## config.mk

```make
export PLATFORM = sky130hd
export DESIGN_NAME = framed_packet_receiver_unit
export DESIGN_NICKNAME = d
export VERILOG_FILES = /design/src/sv/fpr_pkg.sv /design/src/sv/framed_packet_receiver_unit.sv /design/src/sv/fpr_queue.sv /design/src/sv/fpr_front.sv /design/src/sv/fpr_back.sv
export SDC_FILE = /design/constraint.sdc
export NUM_CORES = 2
export LEC_CHECK = 0
export BUFFER_PORTS_ARGS = -buffer_cell sky130_fd_sc_hd__buf_2
export CAP_MARGIN = 20
export CELL_PAD_IN_SITES_DETAIL_PLACEMENT = 0
export CELL_PAD_IN_SITES_GLOBAL_PLACEMENT = 2
export CORE_ASPECT_RATIO = 0.6
export CORE_UTILIZATION = 40
export DETAILED_ROUTE_END_ITERATION = 6
export PLACE_DENSITY_LB_ADDON = 0.1
export SKIP_LAST_GASP = 1
export SLEW_MARGIN = 40
export SYNTH_ARGS = -nofsm -noshare
export SYNTH_HDL_FRONTEND = slang
export SYNTH_SLANG_ARGS = --single-unit
```

## constraint.sdc

```tcl
create_clock -name clk -period 4.4 [get_ports clk]
set_clock_uncertainty 0.2 [all_clocks]
set_input_delay 0.44 -clock clk [delete_from_list [all_inputs] [get_ports clk]]
set_output_delay 0.44 -clock clk [all_outputs]
set_load 0.02 [all_outputs]
```

## src/sv/fpr_pkg.sv

```systemverilog
// shared types and constants for the framed packet receiver
// no dependencies; imported by every module of the block
package fpr_pkg;

  localparam logic [2:0] HEAD_LEN   = 3'd4;
  localparam logic [1:0] TAIL_LEN   = 2'd3;
  localparam logic [6:0] SIZE_RESET = 7'd64;

  // header bytes in order
  function automatic logic [7:0] head_mark(input logic [1:0] idx);
    logic [7:0] mark;
    case (idx)
      2'd0:    mark = 8'h46;
      2'd1:    mark = 8'h4C;
      2'd2:    mark = 8'h45;
      2'd3:    mark = 8'h58;
      default: mark = 8'h46;
    endcase
    return mark;
  endfunction

  // trailer bytes in order
  function automatic logic [7:0] tail_mark(input logic [1:0] idx);
    logic [7:0] mark;
    case (idx)
      2'd0:    mark = 8'h3C;
      2'd1:    mark = 8'h21;
      2'd2:    mark = 8'h3E;
      default: mark = 8'h3C;
    endcase
    return mark;
  endfunction

  typedef enum logic [1:0] {
    B_IDLE,
    B_SEND
  } back_state_t;

  // buffer bank handed back by the drain side
  typedef struct packed {
    logic done;
    logic bank;
  } fpr_rel_t;

endpackage

```

## src/sv/framed_packet_receiver_unit.sv

```systemverilog
// top level of the framed packet receiver: front parser, frame queue, drain
// depends on fpr_pkg, fpr_front, fpr_queue, fpr_back
//
// usage:
//   s_* carries received bytes, one word per handshake; m_* carries the
//   payload of each frame that passes its checksum, m_tlast on its final word.
//   cfg_* writes payload_size (7 bits, saturated to MAX_PAYLOAD); write it
//   only while no frame is in flight. cfg_ready is high out of reset.
//   the front takes one byte per cycle while s_tready is high; a frame's words
//   appear on m_* after its checksum byte is taken, then one word per cycle while
//   m_tready is high. payload is kept in two buffer banks, so one frame can be
//   drained while the next is received. s_tready drops on a payload or
//   checksum byte only while both banks still hold frames not yet sent.
//   a stalled m_tready holds the current word in the output register.
//   reset (rst, synchronous) clears the parser, the queue and the output,
//   and sets payload_size to 64; buffer contents are not cleared.
module framed_packet_receiver_unit
  import fpr_pkg::*;
#(
  parameter int MAX_PAYLOAD = 64
) (
  input  logic       clk,
  input  logic       rst,
  input  logic       s_tvalid,
  output logic       s_tready,
  input  logic [7:0] s_tdata,   // [7:0] rx_byte
  output logic       m_tvalid,
  input  logic       m_tready,
  output logic [7:0] m_tdata,   // [7:0] payload_byte
  output logic       m_tlast,
  input  logic       cfg_valid,
  output logic       cfg_ready,
  input  logic [6:0] cfg_data
);

  localparam int CW = $clog2(MAX_PAYLOAD + 1);
  localparam int AW = (MAX_PAYLOAD > 1) ? $clog2(MAX_PAYLOAD) : 1;

  logic [6:0]    payload_size;
  logic          q_full;
  logic          q_push;
  logic [CW:0]   q_in;
  logic          q_valid;
  logic [CW:0]   q_head;
  logic          q_pop;
  fpr_rel_t      rel;
  logic          wr_en;
  logic          wr_bank;
  logic [AW-1:0] wr_addr;
  logic [7:0]    wr_data;

  assign cfg_ready = !rst;

  always_ff @(posedge clk) begin
    if (rst) begin
      payload_size <= SIZE_RESET;
    end else if (cfg_valid && cfg_ready) begin
      payload_size <= cfg_data;
    end
  end

  fpr_front #(
    .MAX_PAYLOAD (MAX_PAYLOAD),
    .CW          (CW),
    .AW          (AW)
  ) u_front (
    .clk          (clk),
    .rst          (rst),
    .in_valid     (s_tvalid),
    .in_ready     (s_tready),
    .in_byte      (s_tdata),
    .payload_size (payload_size),
    .q_full       (q_full),
    .q_push       (q_push),
    .q_data       (q_in),
    .rel          (rel),
    .wr_en        (wr_en),
    .wr_bank      (wr_bank),
    .wr_addr      (wr_addr),
    .wr_data      (wr_data)
  );

  fpr_queue #(
    .W (CW + 1)
  ) u_queue (
    .clk        (clk),
    .rst        (rst),
    .push       (q_push),
    .push_data  (q_in),
    .pop        (q_pop),
    .head_valid (q_valid),
    .head_data  (q_head),
    .full       (q_full)
  );

  fpr_back #(
    .MAX_PAYLOAD (MAX_PAYLOAD),
    .CW          (CW),
    .AW          (AW)
  ) u_back (
    .clk       (clk),
    .rst       (rst),
    .wr_en     (wr_en),
    .wr_bank   (wr_bank),
    .wr_addr   (wr_addr),
    .wr_data   (wr_data),
    .q_valid   (q_valid),
    .q_data    (q_head),
    .q_pop     (q_pop),
    .rel       (rel),
    .out_valid (m_tvalid),
    .out_ready (m_tready),
    .out_byte  (m_tdata),
    .out_last  (m_tlast)
  );

endmodule

```

## src/sv/fpr_queue.sv

```systemverilog
// two-entry queue of finished frames (bank and length) between front and back
// depends on fpr_pkg
module fpr_queue
  import fpr_pkg::*;
#(
  parameter int W = 8
) (
  input  logic         clk,
  input  logic         rst,
  input  logic         push,
  input  logic [W-1:0] push_data,
  input  logic         pop,
  output logic         head_valid,
  output logic [W-1:0] head_data,
  output logic         full
);

  logic [W-1:0] entry [2];
  logic         wr_ptr;
  logic         rd_ptr;
  logic [1:0]   count;
  logic [1:0]   count_next;

  assign head_valid = (count != 2'd0);
  assign full       = (count == 2'd2);
  assign head_data  = entry[rd_ptr];

  always_comb begin
    count_next = count;
    if (push && !pop) begin
      count_next = count + 2'd1;
    end else if (pop && !push) begin
      count_next = count - 2'd1;
    end
  end

  always_ff @(posedge clk) begin
    if (rst) begin
      wr_ptr <= 1'b0;
      rd_ptr <= 1'b0;
      count  <= 2'd0;
    end else begin
      if (push) begin
        wr_ptr <= ~wr_ptr;
      end
      if (pop) begin
        rd_ptr <= ~rd_ptr;
      end
      count <= count_next;
    end
  end

  always_ff @(posedge clk) begin
    if (push) begin
      entry[wr_ptr] <= push_data;
    end
  end

endmodule

```

## src/sv/fpr_front.sv

```systemverilog
// front side: takes received bytes, tracks header/payload/trailer/checksum,
// writes payload into the free buffer bank and queues finished frames; uses fpr_pkg
module fpr_front
  import fpr_pkg::*;
#(
  parameter int MAX_PAYLOAD = 64,
  parameter int CW = 7,
  parameter int AW = 6
) (
  input  logic          clk,
  input  logic          rst,
  input  logic          in_valid,
  output logic          in_ready,
  input  logic [7:0]    in_byte,
  input  logic [6:0]    payload_size,
  input  logic          q_full,
  output logic          q_push,
  output logic [CW:0]   q_data,
  input  fpr_rel_t      rel,
  output logic          wr_en,
  output logic          wr_bank,
  output logic [AW-1:0] wr_addr,
  output logic [7:0]    wr_data
);

  logic [2:0]    hdr_cnt;
  logic [1:0]    trl_cnt;
  logic [CW-1:0] data_cnt;
  logic [7:0]    sum;
  logic          wb;
  logic [1:0]    busy;

  logic [2:0]    hdr_cnt_next;
  logic [1:0]    trl_cnt_next;
  logic [CW-1:0] data_cnt_next;
  logic [7:0]    sum_next;
  logic          wb_next;
  logic [1:0]    busy_next;

  logic [6:0] eff_size;
  logic [6:0] cnt7;
  logic       in_head;
  logic       in_data;
  logic       over;
  logic       in_trail;
  logic       in_sum;
  logic       take;

  always_comb begin
    eff_size = (payload_size > 7'(MAX_PAYLOAD)) ? 7'(MAX_PAYLOAD) : payload_size;
    cnt7     = 7'(data_cnt);
    in_head  = (hdr_cnt < HEAD_LEN);
    in_data  = !in_head && (cnt7 < eff_size);
    over     = !in_head && (cnt7 > eff_size);
    in_trail = !in_head && !in_data && !over && (trl_cnt < TAIL_LEN);
    in_sum   = !in_head && !in_data && !over && !in_trail;
  end

  // hold off a payload byte until its bank is drained, and a checksum byte while the queue is full
  assign in_ready = !rst && !(in_data && busy[wb]) && !(in_sum && q_full);
  assign take     = in_valid && in_ready;

  assign wr_en   = take && in_data;
  assign wr_bank = wb;
  assign wr_addr = data_cnt[AW-1:0];
  assign wr_data = in_byte;
  assign q_data  = {wb, data_cnt};

  always_comb begin
    hdr_cnt_next  = hdr_cnt;
    trl_cnt_next  = trl_cnt;
    data_cnt_next = data_cnt;
    sum_next      = sum;
    wb_next       = wb;
    q_push        = 1'b0;
    busy_next     = busy;
    if (rel.done) begin
      busy_next[rel.bank] = 1'b0;
    end
    if (take) begin
      if (in_head) begin
        if (in_byte == head_mark(hdr_cnt[1:0])) begin
          hdr_cnt_next = hdr_cnt + 3'd1;
        end else begin
          hdr_cnt_next = 3'd0;
        end
      end else if (in_data) begin
        data_cnt_next = data_cnt + CW'(1);
        sum_next      = sum + in_byte;
      end else if (in_trail && (in_byte == tail_mark(trl_cnt))) begin
        trl_cnt_next = trl_cnt + 2'd1;
      end else begin
        // bad trailer byte, size shrunk mid-frame, or checksum byte
        if (in_sum && (in_byte == sum) && (data_cnt != '0)) begin
          q_push        = 1'b1;
          busy_next[wb] = 1'b1;
          wb_next       = ~wb;
        end
        hdr_cnt_next  = 3'd0;
        trl_cnt_next  = 2'd0;
        data_cnt_next = '0;
        sum_next      = 8'd0;
      end
    end
  end

  always_ff @(posedge clk) begin
    if (rst) begin
      hdr_cnt  <= 3'd0;
      trl_cnt  <= 2'd0;
      data_cnt <= '0;
      sum      <= 8'd0;
      wb       <= 1'b0;
      busy     <= 2'b00;
    end else begin
      hdr_cnt  <= hdr_cnt_next;
      trl_cnt  <= trl_cnt_next;
      data_cnt <= data_cnt_next;
      sum      <= sum_next;
      wb       <= wb_next;
      busy     <= busy_next;
    end
  end

endmodule

```

## src/sv/fpr_back.sv

```systemverilog
// back side: two-bank payload buffer and the drain that sends a queued frame
// as a run of words with a registered output; uses fpr_pkg
module fpr_back
  import fpr_pkg::*;
#(
  parameter int MAX_PAYLOAD = 64,
  parameter int CW = 7,
  parameter int AW = 6
) (
  input  logic          clk,
  input  logic          rst,
  input  logic          wr_en,
  input  logic          wr_bank,
  input  logic [AW-1:0] wr_addr,
  input  logic [7:0]    wr_data,
  input  logic          q_valid,
  input  logic [CW:0]   q_data,
  output logic          q_pop,
  output fpr_rel_t      rel,
  output logic          out_valid,
  input  logic          out_ready,
  output logic [7:0]    out_byte,
  output logic          out_last
);

  logic [7:0] mem [2][MAX_PAYLOAD];
  logic [7:0] rdata;

  back_state_t   state;
  back_state_t   state_next;
  logic [CW-1:0] idx;
  logic [CW-1:0] idx_next;
  logic          rd_en;
  logic [CW-1:0] rd_idx;
  logic          load;
  logic          is_last;
  logic          head_bank;
  logic [CW-1:0] head_len;

  assign head_bank = q_data[CW];
  assign head_len  = q_data[CW-1:0];
  assign is_last   = ((idx + CW'(1)) == head_len);

  always_comb begin
    state_next = state;
    idx_next   = idx;
    rd_en      = 1'b0;
    rd_idx     = idx;
    load       = 1'b0;
    q_pop      = 1'b0;
    rel        = '{done: 1'b0, bank: head_bank};
    case (state)
      B_IDLE: begin
        if (q_valid) begin
          rd_en      = 1'b1;
          rd_idx     = '0;
          idx_next   = '0;
          state_next = B_SEND;
        end
      end
      B_SEND: begin
        if (!out_valid || out_ready) begin
          load = 1'b1;
          if (is_last) begin
            q_pop      = 1'b1;
            rel.done   = 1'b1;
            idx_next   = '0;
            state_next = B_IDLE;
          end else begin
            // fetch the following word while this one moves out
            idx_next = idx + CW'(1);
            rd_en    = 1'b1;
            rd_idx   = idx + CW'(1);
          end
        end
      end
      default: begin
        state_next = B_IDLE;
      end
    endcase
  end

  always_ff @(posedge clk) begin
    if (wr_en) begin
      mem[wr_bank][wr_addr] <= wr_data;
    end
  end

  always_ff @(posedge clk) begin
    if (rd_en) begin
      rdata <= mem[head_bank][rd_idx[AW-1:0]];
    end
  end

  always_ff @(posedge clk) begin
    if (rst) begin
      state     <= B_IDLE;
      idx       <= '0;
      out_valid <= 1'b0;
    end else begin
      state <= state_next;
      idx   <= idx_next;
      if (load) begin
        out_valid <= 1'b1;
      end else if (out_ready) begin
        out_valid <= 1'b0;
      end
    end
  end

  always_ff @(posedge clk) begin
    if (load) begin
      out_byte <= rdata;
      out_last <= is_last;
    end
  end

endmodule

```

### Word-level counts from Yosys, hierarchy flattened

Memory sizes are Yosys's and may differ from the RTL's. A register that Yosys moved wholly into a read port is not among the register bits.
Cells that the tools add are included.

* multipliers: 0
* mux-type cells: 69
* reduce and logical (&&, ||, !) cells: 45
* order comparisons: 12
* shifts and indexed selects: 0
* div/mod/pow operators: 0
* equality and inequality tests: 17
* bitwise gates (word level): 11
* add/subtract/negate cells: 7

Operator list (count)
* 512-bit two-way mux: 1
* 8-bit two-way mux: 10
* 8-bit binary-select mux with 6-bit select: 1
* 8-bit demux with 6-bit select: 1
* 7-bit two-way mux: 6
* 8-bit one-hot mux with 4 select lines: 1
* 8-bit == test: 3
* 1-bit two-way mux: 24
* 2-bit two-way mux: 12
* 1-bit logical AND: 21
* 7-bit by 1-bit adder with 7-bit output, second input constant: 2
* 7-bit greater-or-equal comparator, second input constant: 2
* 6-bit NOT with 7-bit output: 2
* 7-bit one-hot mux with 2 select lines: 1
* 3-bit two-way mux: 4
* 6-bit two-way mux: 2
* 6-bit one-hot mux with 2 select lines: 1
* 3-bit AND reduction: 4
* 1-bit zero test: 10
* 2-bit by 1-bit inequality test with 1-bit output, second input constant: 5
* 5-bit one-hot mux with 2 select lines: 1
* 8-bit adder: 1
* 2-bit == test, second input constant: 4
* 2-bit nonzero test: 4
* 26 further kinds: 38

* memory bits (read-only): 0
* output and inout bits: 12
* bits in latches: 0
* RAM bits: 1040
* word-level logic and storage cells: 179
* memories kept: 2
* register bits: 61

Memory list
* u_back.mem: words 2, bits a word 512, rd ports 1, clocked after Yosys merged registers in 0, write ports 1, RTL line fpr_back.sv:26 `logic [7:0] mem [2][MAX_PAYLOAD];`
* u_queue.entry: words 2, bits a word 8, rd ports 1, clocked after Yosys merged registers in 1, write ports 1, RTL line fpr_queue.sv:18 `logic [W-1:0] entry [2];`

### Depth between registers and ports, before layout

* word-level depth: 25
* gate-level depth with buffers: 18
* depth with buffers taken out: 15

### By module

From an unflattened synthesis, not the netlist that was laid out.

* cell total of the unflattened synthesis: 2439
* area total of the unflattened synthesis: 44928.1 um2

By module, submodules not included
* fpr_back: cells each 2127, instances 1, area an instance 41858.9 um2
* fpr_front: cells each 242, instances 1, area an instance 2031.9 um2
* fpr_queue: cells each 47, instances 1, area an instance 785.8 um2
* framed_packet_receiver_unit: cells each 23, instances 1, area an instance 251.5 um2

### Worst setup path before layout

OpenSTA, ideal clock, no wires.

* path kind: reg-to-reg
* start: register (tool-made name)
* end: register u_back.rdata[5] (data pin)
* required time: 4.024 ns
* arrival time: 3.884 ns
* path slack: 0.140 ns
* stages on the path, launching flop included: 19
* path through: dfxtp_1 -> buf_2 -> mux2i_1 -> xnor3_1 -> nor4_4 -> nand4_4 -> ha_1 -> nor3_1 -> o21a_1 -> clkbuf_1 -> clkbuf_1 -> clkbuf_1 -> buf_1 -> nand2_1 -> nand3_1 -> nand3_1 -> o211ai_1 -> nand4_1 -> nor4_1

RTL lines
* to (signal assigned): RTL line fpr_back.sv:91 `rdata <= mem[head_bank][rd_idx[AW-1:0]];`
* to (decl): RTL line fpr_back.sv:27 `logic [7:0] rdata;`

### Worst setup path in the final report

* start: register u_back.idx[1]
* end: register u_back.rdata[4] (data pin)

* cells in the longest elaborated chain, start to end: 9
* elaborated cells between the ends (all ways): 10
* those cells by class: 1 x add/sub; 1 x eq/ne; 7 x mux; 1 x bitwise

Ends and longest elaborated chain
* from (decl): RTL line fpr_back.sv:31 `logic [CW-1:0] idx;`
* from (signal assigned): RTL line fpr_back.sv:102 `idx <= idx_next;`
* 7-bit by 1-bit adder with 7-bit output: RTL line fpr_back.sv:42 `assign is_last = ((idx + CW'(1)) == head_len);`
* 7-bit == test: RTL line fpr_back.sv:42
* 6-bit two-way mux: RTL line fpr_back.sv:64 `if (is_last) begin`
* 6-bit two-way mux: RTL line fpr_back.sv:62 `if (!out_valid || out_ready) begin`
* 6-bit one-hot mux with 2 select lines *: RTL line fpr_back.sv:52 `case (state)`
* 6-bit NOT with 7-bit output (not written as such) *: RTL line fpr_back.sv:91
* 8-bit binary-select mux with 6-bit select *: RTL line fpr_back.sv:91
* 8-bit two-way mux (not written as such) * (2 in series): RTL line fpr_back.sv:91

Every way passes the cells marked *; elsewhere a longest branch is shown, timed or not. The select of a mux whose other input is x is not followed.
A chain may end at the register's enable or synchronous reset.

==> key figures <==
Routing
  • Final WL: 148000 µm
  • 1st-iter DRT viols: between 3000 and 4000
  • Vias per cell: roughly 5.6
  • WL per Instance: about 27 µm
  • First-pass DRT Iterations: 5
  • # DRC: 0
  • Via count: 30900
  • Post-route antenna net violation count: 0

Logic synthesis
  • Seq/Total Area, Yosys: between 70% and 80%
  • Post-Syn Area: ~45000 µm²
  • Syn Inst Count: ~3700
  • Post-synth ARST share: 0%
  • Synth top area share: 70.1%
  • Synth area leader: edfxtp_1
  • Leading post-synthesis cells by cell area: edfxtp_1 (70%), nand2_1 (9.4%), nand3_1 (5.4%), dfxtp_1 (1.9%), nor2_1 (1.5%)
  • Dominant synthesized flop cell: edfxtp_1
  • Mapped Nets: about 3800
  • #FFs+latches synth: about 1100
  • EDFF count, synth: between 1000 and 1500
  • Syn avg cell area: 12.2 µm²
  • Commonest cells post-synth: nand2_1 (1137), edfxtp_1 (1057), nand3_1 (485), nor2_1 (183), clkbuf_1 (162)
  • YS warnings: 0
  • Count leader, synth: nand2_1
  • Post-synth cell types: 70

STA
  • Final setup margin: -76.9 ps
  • Final Hold Fails: 0
  • Final Setup Violations: 1
  • Max Fclk: 0.223 GHz
  • Slew HR: 39.6%
  • RSZ-0062 raised after global routing: true
  • Period utilization: 102%
  • Shortest period the worst path allows: around 4500 ps
  • Worst slew pin tran: 906 ps
  • Hold WS: 38.9 ps
  • TNS Setup: -76.9 ps
  • Slew Limit Fails: 0

Finish
  • Final-stage net count: between 3000 and 4000
  • Share of layout cells above drive strength 1: between 15 and 20%
  • Area Overhead vs Synth: 20.1%

Clock network
  • CTS buffer count: approximately 110
  • CTS tree: done
  • Maximum root-to-sink buffer count: 3
  • H-tree depth: 3
  • Reg clk slew, reported paths: ~70 ps
  • Later-pin clock latency in the skew report: roughly 730 ps
  • CTS root buf: clkbuf_16
  • CTS Sinks: 1101

Floorplan
  • Starting density of the core: 40.4%
  • I/O pins: 32
  • Die Width: about 440 µm
  • Rows: 95
  • Die area: ~110000 µm²
  • Core region area: 112000 µm²
  • Die Ht: roughly 260 µm

Global route
  • Total gr overflow: 0
  • Gr usage total: approximately a quarter
  • Pin count of the biggest net entering global routing: around 130
  • Vias in the first global route: roughly 29000
  • First-pass GRT wire length: 211000 µm
  • Initial antenna violation count: 4

Setup path
  • Critical Path RT: roughly 4700 ps
  • Worst R2R End: u_back.rdata[4]
  • Crit path arrival time: 4740 ps
  • R2r setup slk: -80 ps
  • Crit path kind: reg -> reg
  • CP Capture Type: register
  • Worst Path Max Fanout: 7
  • Type of origin of the critical path: register
  • Worst r2r src: u_back.idx[1]
  • Worst Reg-to-Reg Cells: 20

Min path
  • Cells on Worst Hold Path: 2
  • End of the worst hold path: u_back.mem[1][46]
  • HP Class: in -> reg
  • Worst hold start: s_tdata[6]

Pwr
  • PwrDens: 391 nW/µm²
  • Worst vdd ir: 0.000279 V
  • P_leak: around 0.019 µW

Placement
  • HPWL Detailed: between 90000 and 100000 µm
  • Port Buffer Count: 31
  • RD Place Congestion: 0.868

Status
  • Status: complete, but fails checks
  • Failing checks: setup timing

Run
  • MaxCap Viol Count: 0
layout by cell type, fill, tap and decap left out, types with 8 or more instances in the layout:
cell	count
clkinv_1	32
xnor2_1	19
a311o_1	9
a311oi_1	28
o211ai_1	60
nand3_1	466
o21ai_0	10
clkbuf_16	112
ha_1	24
xor2_1	8
buf_4	229
nand4_1	28
buf_12	55
nor2_2	87
a31oi_2	10
dlygate4sd3_1	18
nor2_1	94
buf_6	21
clkinv_2	10
mux2i_1	25
nand3_2	19
and3_1	72
a21oi_1	38
edfxtp_1	1057
dfxtp_1	42
nand2_1	1130
inv_1	16
a31oi_1	31
nor3_1	16
a311oi_2	24
buf_2	23
nor2b_1	8
clkbuf_1	23
registers in the layout, summed over array words and instances (netlist names), 2 cells and up, named ones only:
signal / flops
u_queue.entry: 16
u_front.hdr_cnt: 3
u_back.mem: 1024
u_back.idx: 7
u_back.rdata: 8
u_back.out_byte: 8
u_queue.count: 2
u_front.trl_cnt: 2
u_front.sum: 8
u_front.busy: 2
payload_size: 7
u_front.cnt7: 7
critical path, stage by stage, from the launching register on:
cell and delay, ps:
dfxtp_4 360, ha_4 180, a31o_4 220, and3_4 180, nor4_4 340, nand4_4 150
ha_4 310, nor3_4 40, buf_6 130, o21ai_4 310, buf_12 210, buf_4 130
buf_12 140, buf_4 160, a31oi_2 120, buf_4 160, mux2i_1 180, a22oi_2 160
a31oi_2 290, buf_4 160, nor4_2 30
metrics by stage:
step | total power [µW] | instance area [µm²] | instances | util [%] | setup WS [ps]
2_1_floorplan | 12100 | 45300 | 3706 | - | 140
3_3_place_gp | 12500 | 48900 | 5265 | 43.6 | -459
3_5_place_dp | 12500 | 48900 | 5265 | 43.6 | -422
4_1_cts | 21400 | 53200 | 5510 | 47.5 | 5.50
5_1_grt | 21800 | 54400 | 5532 | 48.5 | -216
6_report | 21200 | 54400 | 5534 | 48.5 | -76.9
where the power goes:
part	internal (µW)	leakage, µW	switching [µW]
Sequential	11600	0.00989	81.9
Clock	4870	0.00158	4060
Combinational	159	0.00753	502
Total	16600	0.0190	4650
final cells by class:
type                            count  area, µm²
Antenna cell                        2       5.00
Tap cell                         1503       1880
Multi-Input combinational cell   2353      12700
Inverter                           18       68.8
Sequential cell                  1101      32600
Fill cell                        9860      57700
Clock inverter                     59        470
Timing Repair Buffer              363       3790
Clock buffer                      135       2820
layer usage:
layer  GRT usage, %  share of wire, %
met1           40.7                49
met2           34.9                41
met3           5.70               8.7
met4           4.54               1.5
met5              0                 0
worst max path at each step:
stage	start	endpoint	cells after the start
2_1_floorplan	register	u_back.rdata[5]	18
3_3_place_gp	u_back.idx[1]	u_back.rdata[4]	18
3_5_place_dp	u_back.idx[0]	u_back.rdata[3]	17
4_1_cts	u_back.idx[1]	u_back.rdata[7]	18
5_1_grt	payload_size[6]	u_back.mem[0][358]	14
6_report	u_back.idx[1]	u_back.rdata[4]	20
logic make-up (layout without fill, tap and decap cells):
group | after synthesis | in the layout | synth area share [%]
DFF | 1101 | 1101 | 72.0
xor gates and xnor gates | 28 | 28 | 0.572
and+or+nand+nor | 1987 | 1987 | 18.9
AOI/OAI and AO/OA | 275 | 275 | 4.43
other | 0 | 2 | 0
adders and majority gates | 27 | 27 | 0.763
muxes | 36 | 36 | 0.898
buffers and inverters | 252 | 575 | 2.37
what timing repair did:
item / CTS / global route
endpoints found under the hold margin: 22 / 0
gates resized for setup: 74 / 166
pin swaps: 22 / 51
hold buffers: 18 / 0
cloned: 8 / 6
setup endpoints to repair: 8 / 481
buffers inserted: 26 / 22
No activity file was read; power rests on OpenSTA's default activity.
